[src/hdl/ppfc_pkg.sv]
// Shared constants for the Paeth pixel filter codec.
// Used by the core and the byte lane; depends on nothing.
`timescale 1ns / 1ps

package ppfc_pkg;

   // Pixel layout: eight bytes per word
   localparam int BYTES   = 8;
   localparam int BYTE_W  = 8;
   localparam int PIXEL_W = BYTES * BYTE_W;

   // Line store geometry
   localparam int MAX_WIDTH = 4096;
   localparam int COL_W     = (MAX_WIDTH > 1) ? $clog2(MAX_WIDTH) : 1;

   // Configuration registers
   localparam int WIDTH_W   = 13;
   localparam int CSR_IDX_W = 2;
   localparam int CSR_DATA_W = WIDTH_W;
   localparam logic [CSR_IDX_W-1:0] CSR_LINE_WIDTH  = 2'd0;
   localparam logic [CSR_IDX_W-1:0] CSR_DECODE_MODE = 2'd1;

   // Counter width wide enough for column + 1 and the line width
   localparam int CNT_W = (COL_W + 1 > WIDTH_W) ? COL_W + 1 : WIDTH_W;

endpackage

[src/hdl/ppfc_byte_lane.sv]
// One byte lane: Paeth prediction plus encode/decode arithmetic.
// Uses ppfc_pkg for the byte width.
`timescale 1ns / 1ps

module ppfc_byte_lane (
   input  logic [ppfc_pkg::BYTE_W-1:0] x,
   input  logic [ppfc_pkg::BYTE_W-1:0] a,
   input  logic [ppfc_pkg::BYTE_W-1:0] b,
   input  logic [ppfc_pkg::BYTE_W-1:0] c,
   input  logic                        decode,
   output logic [ppfc_pkg::BYTE_W-1:0] res,
   output logic [ppfc_pkg::BYTE_W-1:0] raw
);

   logic signed [ppfc_pkg::BYTE_W+1:0] sa, sb, sc, p, ea, eb, ec;
   logic        [ppfc_pkg::BYTE_W:0]   da, db, dc;
   logic        [ppfc_pkg::BYTE_W-1:0] pred;

   // p = a + b - c, distances to each neighbor
   always_comb begin
      sa = $signed({2'b00, a});
      sb = $signed({2'b00, b});
      sc = $signed({2'b00, c});
      p  = sa + sb - sc;
      ea = p - sa;
      eb = p - sb;
      ec = p - sc;
      da = ea[ppfc_pkg::BYTE_W+1] ? 9'(-ea) : 9'(ea);
      db = eb[ppfc_pkg::BYTE_W+1] ? 9'(-eb) : 9'(eb);
      dc = ec[ppfc_pkg::BYTE_W+1] ? 9'(-ec) : 9'(ec);
   end

   // tie break order: left, above, upper-left
   always_comb begin
      priority if (da <= db && da <= dc) begin
         pred = a;
      end else if (db <= dc) begin
         pred = b;
      end else begin
         pred = c;
      end
   end

   // mod 256 arithmetic; raw is the unfiltered byte kept as context
   always_comb begin
      if (decode) begin
         res = x + pred;
         raw = res;
      end else begin
         res = x - pred;
         raw = x;
      end
   end

endmodule
[config.mk]
export PLATFORM = sky130hd
export DESIGN_NAME = ppfc_byte_lane
export DESIGN_NICKNAME = d
export VERILOG_FILES = /design/src/hdl/ppfc_pkg.sv /design/src/hdl/ppfc_byte_lane.sv
export SDC_FILE = /design/constraint.sdc
export NUM_CORES = 1
export LEC_CHECK = 0
export ABC_AREA = 0
export ABC_CLOCK_PERIOD_IN_PS = 26800
export BUFFER_PORTS_ARGS = -buffer_cell sky130_fd_sc_hd__buf_4
export CELL_PAD_IN_SITES_DETAIL_PLACEMENT = 1
export CELL_PAD_IN_SITES_GLOBAL_PLACEMENT = 1
export CORE_MARGIN = 2
export CORE_UTILIZATION = 35
export DETAILED_ROUTE_END_ITERATION = 10
export PLACE_DENSITY = 0.66
export SYNTH_ARGS = -nofsm -noshare
export SYNTH_HDL_FRONTEND = slang
export SYNTH_SLANG_ARGS = --single-unit
[constraint.sdc]
create_clock -name vclk -period 26.8
set_input_delay 4.02 -clock vclk [all_inputs]
set_output_delay 4.02 -clock vclk [all_outputs]
set_load 0.01 [all_outputs]
==> impl_metrics.csv, run 1 <==
group,metric,value,unit
synthesis,synthesis.nets,693,
outcome,status,"finished, final reports clean",
synthesis,syn_area,4160,sq um
layout,areaGrowthSynthToFinish,12.8,%
synthesis,syn_area_per_cell,7.20,sq um
detailed_routing,vias,4352,
placed_design,dp_hpwl,12.3,mm
worst_setup_path,worstSetupStartpointType,"input port",
worst_setup_path,required,22.78,ns
floorplan,die_h,113,microns
layout,multiInputGateArea,3860,sq um
global_routing,grt_pass1_wl,22.5,mm
sta,fin_crit_sh,0.643,
global_routing,grt_overflow_total,0,
global_routing,grtUsageTotal,0.214,
detailed_routing,route.detailed.wl_per_inst,18.2,microns
synthesis,ys_seq_area_frac,0,
clock_tree,hold_buffers,0,
detailed_routing,wl,13.9,mm
worst_hold_path,hold_class,"input port to output port",
floorplan,die_area,12800,sq um
detailed_routing,dr.pass1.iters,4,
floorplan,die_w,113,microns
clock_tree,cts_resized,0,
sta,fin_crit,17.24,ns
detailed_routing,drc,0,
worst_setup_path,arrival,13.22,ns
layout,layout_common_cells,"ha_1 (69), inv_1 (68), a21oi_1 (58)",
sta,hold_violations,0,
global_routing,antenna_found_initial,0,
placed_design,port_buffers,49,
worst_setup_path,critPathMaxStageDelay,0.59,ns
synthesis,ys_types,66,
worst_setup_path,crit_fanout,22,
layout,drive_gt1_frac,0.114,
floorplan,rows,39,
floorplan,boundaryPins,49,
worst_setup_path,setup.worst_path.end_class,"output port",
sta,max_freq,0.0580,GHz
floorplan,start_util,0.361,
layout,ff_latch_area,0,sq um
layout,seq_cells,0,
sta,rsz0062_at_grt,"false",
placed_design,place_congestion,0.878,
sta,worst_pin_slew,1.05,ns
sta,final_max_slew_viol_count,0,
sta,setup_tns,0,ns
layout,fill_cells,1498,
global_routing,grt_pass1_vias,4605,
floorplan,core,11500,sq um
worst_setup_path,cpMaxStageDelayCell,"xnor2_1",
layout,num_antenna_cells,0,
layout,layout_commonest_cell,"ha_1",
worst_setup_path,cp-startpoint,"a[1]",
sta,relSlewSlack,0.287,
layout,clock_buffers,0,
flow_run,cap_violations,0,
detailed_routing,viasPerCell,5.70,
global_routing,grt_max_degree,23,
layout,nNetsFinal,738,
detailed_routing,antenna_left,0,
sta,setup_violations,0,
synthesis,synth_cells,578,
worst_setup_path,endpoint,"raw[7]",
synthesis,yosysWarnings,0,
clock_tree,cts_setup_buffers,0,
detailed_routing,first_iter_violations,167,
worst_setup_path,critical_path_class,"input port to output port",
[worst min path at each step]
| stage | from | end | slack (ns) | depth (start not counted) |
|---|---|---|---|---|
| floorplan | x[2] | raw[2] | 8.18 | 2 |
| global placement | x[6] | raw[6] | 8.37 | 4 |
| detailed placement | x[5] | raw[5] | 8.38 | 3 |
| CTS | x[5] | raw[5] | 8.38 | 3 |
| global route | x[5] | raw[5] | 8.40 | 3 |
| finish | x[5] | raw[5] | 8.38 | 3 |
[Yosys cell counts (all sizes together), types with 3 or more instances]
cell     count  area share
a211o        3      0.0063
a211oi       9       0.016
a21o        19       0.034
a21oi       58       0.070
a221oi       3      0.0063
a22oi        3      0.0054
a311oi       7       0.020
a31oi        6      0.0090
and2         6      0.0090
and3         9       0.014
clkbuf       7      0.0063
fa          13       0.063
ha          69        0.21
inv         68       0.061
maj3         3      0.0081
mux2         5       0.014
mux2i       14       0.034
nand2       19       0.017
nand2b      13       0.020
nand3       17       0.020
nor2        56       0.051
nor2b        7       0.011
nor3        10       0.013
o2111ai      3      0.0063
o211a        3      0.0090
o211ai       7       0.014
o21a         4      0.0072
o21ai       29       0.035
o21bai       6       0.011
o31ai        4      0.0072
or2          4      0.0060
or3          8       0.012
or4          3      0.0054
xnor2       35       0.074
xor2        22       0.046
[final cells by class]
| class | instances | area share |
|---|---|---|
| Inverter | 69 | 0.0552 |
| Multi-Input combinational cell | 500 | 0.823 |
| Tap cell | 143 | 0.0381 |
| Timing Repair Buffer | 52 | 0.0832 |
[critical path, delay by kind of cell]
kind            cells  cell delay, ns
fa+ha+maj           5            1.90
compound gates     17            4.02
buf+inv             5            0.63
simple gates        7            1.47
xor+xnor            3            1.15
[per-layer routing]
metal / share of wire / routed length [microns] / up-vias / track usage
met5: 0 / 0 / - / 0
met4: 0.031 / 425 / 0 / 0.0545
met3: 0.024 / 332 / 25 / 0.00857
met2: 0.49 / 6890 / 81 / 0.408
met1: 0.45 / 6290 / 2081 / 0.263
li1: - / - / 2165 / -
[logic make-up after synthesis]
group,synth area share
compound gates,0.294
xor+xnor,0.120
fa+ha+maj,0.278
buf+inv,0.0725
mux,0.0472
simple gates,0.188
[through the flow]
| step | std cells | cell area [sq um] | hold slack (ns) | setup slack, ns | utilization |
|---|---|---|---|---|---|
| 6_report | 764 | 4690 | 8.38 | 9.56 | 0.407 |
| 5_1_grt | 764 | 4690 | 8.40 | 8.83 | 0.407 |
| 4_1_cts | 764 | 4690 | 8.38 | 9.59 | 0.407 |
| 3_5_place_dp | 764 | 4690 | 8.38 | 9.60 | 0.407 |
| 3_3_place_gp | 764 | 4690 | 8.37 | 9.76 | 0.407 |
| 2_1_floorplan | 578 | 4160 | 8.18 | 11.02 | - |
Power of run 1 is not shown: default switching activity piles up to over one toggle a cycle in this logic, so the estimate is an artifact.
==> inputs of run 2 (changes only) <==
- ABC_CLOCK_PERIOD_IN_PS: 26800 -> 15250
- PLACE_DENSITY: 0.66 -> 0.69
- clock period: 26.8 -> 15.25 ns (I/O delays scaled with it)
==> run 2 against run 1 <==
Effect of this change: critical path depth did not move; cell area fell by 0.16%; core utilization fell by 0.065 points; via count rose by 0.32%; die area did not move; wire length fell by 0.65%; global-route usage rose by 0.33 points; cell count fell by 0.13%; hold slack got worse by 3.5 ns; first-iteration DRC count fell by 26%; clock-buffer cell count did not move; flip-flop and latch count did not move; largest cell class unchanged; highest routed layer unchanged.
==> impl_metrics.csv, run 2 (synthesis gave the netlist of run 1 again) <==
group,metric,value,unit
outcome,status,"finished, final reports clean",
worst_setup_path,setup.worst_path.end_class,"output port",
layout,layout_commonest_cell,"ha_1",
worst_hold_path,hold_class,"input port to output port",
flow_run,cap_violations,0,
global_routing,antenna_found_initial,0,
sta,setup_tns,0,ns
clock_tree,cts_setup_buffers,0,
layout,clock_buffers,0,
floorplan,boundaryPins,49,
sta,rsz0062_at_grt,"false",
worst_setup_path,worstSetupStartpointType,"input port",
layout,drive_gt1_frac,0.113,
detailed_routing,wl,13.8,mm
sta,fin_crit,13.57,ns
clock_tree,cts_resized,0,
sta,hold_violations,0,
detailed_routing,wl_met2,6.89,mm
sta,setup_slack,1.68,ns
worst_setup_path,critPathMaxStageDelay,0.61,ns
floorplan,die_w,113,microns
global_routing,grtUsageTotal,0.218,
detailed_routing,vias,4366,
detailed_routing,met3_length,576,microns
floorplan,core,11500,sq um
floorplan,die_area,12800,sq um
sta,max_freq,0.0737,GHz
placed_design,place_congestion,0.931,
worst_setup_path,required,12.96,ns
layout,num_antenna_cells,0,
detailed_routing,route.detailed.wl_per_inst,18.1,microns
floorplan,die_h,113,microns
global_routing,grt_overflow_total,0,
detailed_routing,viasPerCell,5.72,
layout,nNetsFinal,737,
placed_design,pre_cts_ws,1.66,ns
floorplan,start_util,0.361,
detailed_routing,drc,0,
worst_setup_path,crit_fanout,15,
detailed_routing,route.top_layer_used,"met4",
sta,fin_crit_sh,0.890,
global_routing,grt_max_degree,17,
floorplan,rows,39,
worst_setup_path,crit_buf_inv,5,
layout,seq_cells,0,
detailed_routing,antenna_left,0,
placed_design,port_buffers,49,
clock_tree,hold_buffers,0,
sta,final_max_slew_viol_count,0,
worst_setup_path,cpMaxStageDelayCell,"a211oi_2",
layout,multiInputGateArea,3860,sq um
worst_setup_path,crit_family,"compound AO/OA/AOI/OAI gates",
sta,setup_violations,0,
global_routing,grt_pass1_vias,4660,
worst_setup_path,critical_path_class,"input port to output port",
detailed_routing,first_iter_violations,123,
layout,ff_latch_area,0,sq um
layout,areaGrowthSynthToFinish,12.6,%
global_routing,grt_pass1_wl,22.8,mm
sta,worst_pin_slew,1.07,ns
layout,fill_cells,1464,
detailed_routing,wl_met1,6.02,mm
sta,relSlewSlack,0.274,
placed_design,dp_hpwl,12.5,mm
worst_setup_path,arrival,11.29,ns
layout,layout_common_cells,"ha_1 (69), inv_1 (68), a21oi_1 (58)",
detailed_routing,dr.pass1.iters,4,
sta,holdWs,4.91,ns
-- run 2: cell count changes in the layout (fill, tap and decap cells not counted) --
cell and change:
buf_4 -1
-- run 2: through the flow --
stage / std cells / cell area [sq um] / util
final: 763 / 4680 / 0.407
after global routing: 763 / 4680 / 0.407
after CTS: 763 / 4680 / 0.407
after detailed placement: 763 / 4680 / 0.407
after global placement: 763 / 4680 / 0.407
after floorplan: 578 / 4160 / -
-- run 2: area by class of cell --
| cell class | instances | area share |
|---|---|---|
| Inverter | 69 | 0.0553 |
| Multi-Input combinational cell | 500 | 0.825 |
| Tap cell | 143 | 0.0382 |
| Timing Repair Buffer | 51 | 0.0818 |
-- run 2: tightest hold or removal path: stages --
cell and delay, ns:
buf_4 0.09, mux2_2 0.14, buf_4 0.11
-- run 2: worst paths after layout --
| path | end | startpoint | depth (start not counted) | slack (ns) |
|---|---|---|---|---|
| worst min-delay path | raw[4] | x[4] | 3 | 4.91 |
| worst max-delay path | raw[7] | a[1] | 37 | 1.68 |
-- run 2: layer usage --
metal | track usage | vias up
met2 | 0.408 | 96
met5 | 0 | -
li1 | - | 2171
met4 | 0.0528 | 0
met1 | 0.270 | 2079
met3 | 0.0155 | 20
Power of run 2 is left out for the same reason.
==> inputs of run 3 (changes only) <==
- ABC_CLOCK_PERIOD_IN_PS: 15250 -> 11300
- clock period: 15.25 -> 11.3 ns (I/O delays scaled with it)
==> run 3 against run 2 <==
Effect of this change: first-iteration DRC count is 34% higher; die area did not move; wire length increased by 32%; cell count rose by 18%; cell area rose by 32%; critical path depth increased by 1; setup slack worse by 1.6 ns; via count is 18% higher; global-route usage is 4.1 points higher; highest routed layer unchanged.
==> impl_metrics.csv, run 3 (synthesis gave the netlist of run 1 again) <==
group,metric,value,unit
outcome,status,"finished, final reports clean",
detailed_routing,viasPerCell,5.69,
layout,drive_gt1_frac,0.361,
worst_setup_path,cpMaxStageDelayCell,"fa_1",
global_routing,grt_pass1_wl,27.0,mm
detailed_routing,antenna_left,0,
worst_setup_path,worstSetupStartpointType,"input port",
floorplan,rows,39,
sta,setup_tns,0,ns
placed_design,port_buffers,49,
layout,nNetsFinal,876,
sta,max_freq,0.0895,GHz
worst_setup_path,arrival,9.48,ns
layout,areaGrowthSynthToFinish,48.5,%
floorplan,die_w,113,microns
worst_setup_path,critPathMaxStageDelay,0.53,ns
placed_design,place_congestion,0.952,
placed_design,dp_hpwl,14.4,mm
detailed_routing,route.detailed.wl_per_inst,20.2,microns
global_routing,grt_max_degree,17,
detailed_routing,drc,0,
layout,layout.cells.non_filler,902,
worst_setup_path,crit_family,"adder cells",
sta,relSlewSlack,0.463,
placed_design,dp_cells,887,
floorplan,die_h,113,microns
worst_setup_path,setup.worst_path.end_class,"output port",
layout,num_antenna_cells,0,
worst_setup_path,critical_path_class,"input port to output port",
global_routing,grt_pass1_vias,5588,
floorplan,die_area,12800,sq um
sta,final_max_slew_viol_count,0,
sta,fin_crit,11.18,ns
sta,worst_pin_slew,0.802,ns
worst_hold_path,hold_class,"input port to output port",
layout,clock_buffers,0,
floorplan,core,11500,sq um
global_routing,grtUsageTotal,0.259,
sta,rsz0062_at_grt,"true",
global_routing,antenna_found_initial,0,
sta,fin_crit_sh,0.989,
worst_setup_path,required,9.61,ns
detailed_routing,dr.pass1.iters,4,
layout,ff_latch_area,0,sq um
detailed_routing,first_iter_violations,165,
sta,setup_violations,0,
detailed_routing,wl,18.2,mm
detailed_routing,vias,5133,
floorplan,boundaryPins,49,
flow_run,cap_violations,0,
layout,layout_common_cells,"buf_4 (184), inv_1 (64), ha_1 (58)",
sta,hold_violations,0,
global_routing,grt_overflow_total,0,
floorplan,start_util,0.361,
layout,seq_cells,0,
worst_setup_path,cp_common_cell,"buf_4",
worst_setup_path,crit_buf_inv,7,
layout,layout_commonest_cell,"buf_4",
worst_setup_path,crit_fanout,5,
run 3: worst min-delay path, cell delays in order:
cell,delay (ns)
buf_4,0.10
mux2_2,0.13
buf_4,0.11
run 3: metrics by stage:
step,setup WS (ns),hold slack (ns),instance area (sq um),util
after floorplan,0.173,3.53,4160,-
after global placement,-0.154,3.72,5630,0.489
after detailed placement,-0.435,3.73,5630,0.489
after CTS,0.00400,3.73,5770,0.501
after global routing,-0.200,3.75,6180,0.536
final,0.121,3.73,6180,0.536
run 3: path summary, 6_finish.rpt:
kind | cells after the start | slack (ns) | start | to
min | 3 | 3.73 | x[5] | raw[5]
max | 38 | 0.12 | b[1] | raw[7]
run 3: metal layers:
layer / track usage / vias to the layer above / part of all wire
li1: - / 2449 / -
met1: 0.294 / 2469 / 0.39
met2: 0.495 / 154 / 0.52
met3: 0.0150 / 61 / 0.041
met4: 0.114 / 0 / 0.056
met5: 0 / - / 0
run 3: final cells by class:
type | count | area, sq um
fill | 1452 | 5340
inverter | 69 | 259
multi-input combinational | 500 | 4280
tap | 143 | 179
timing repair buffer | 190 | 1460
run 3: timing repair:
action,4_1_cts,5_1_grt
hold buffers,0,0
hold endpoints to repair,0,0
gates resized for setup,25,66
setup buffers,5,10
setup endpoints to repair,4,8
pin swaps,13,36
Power of run 3 is left out for the same reason.
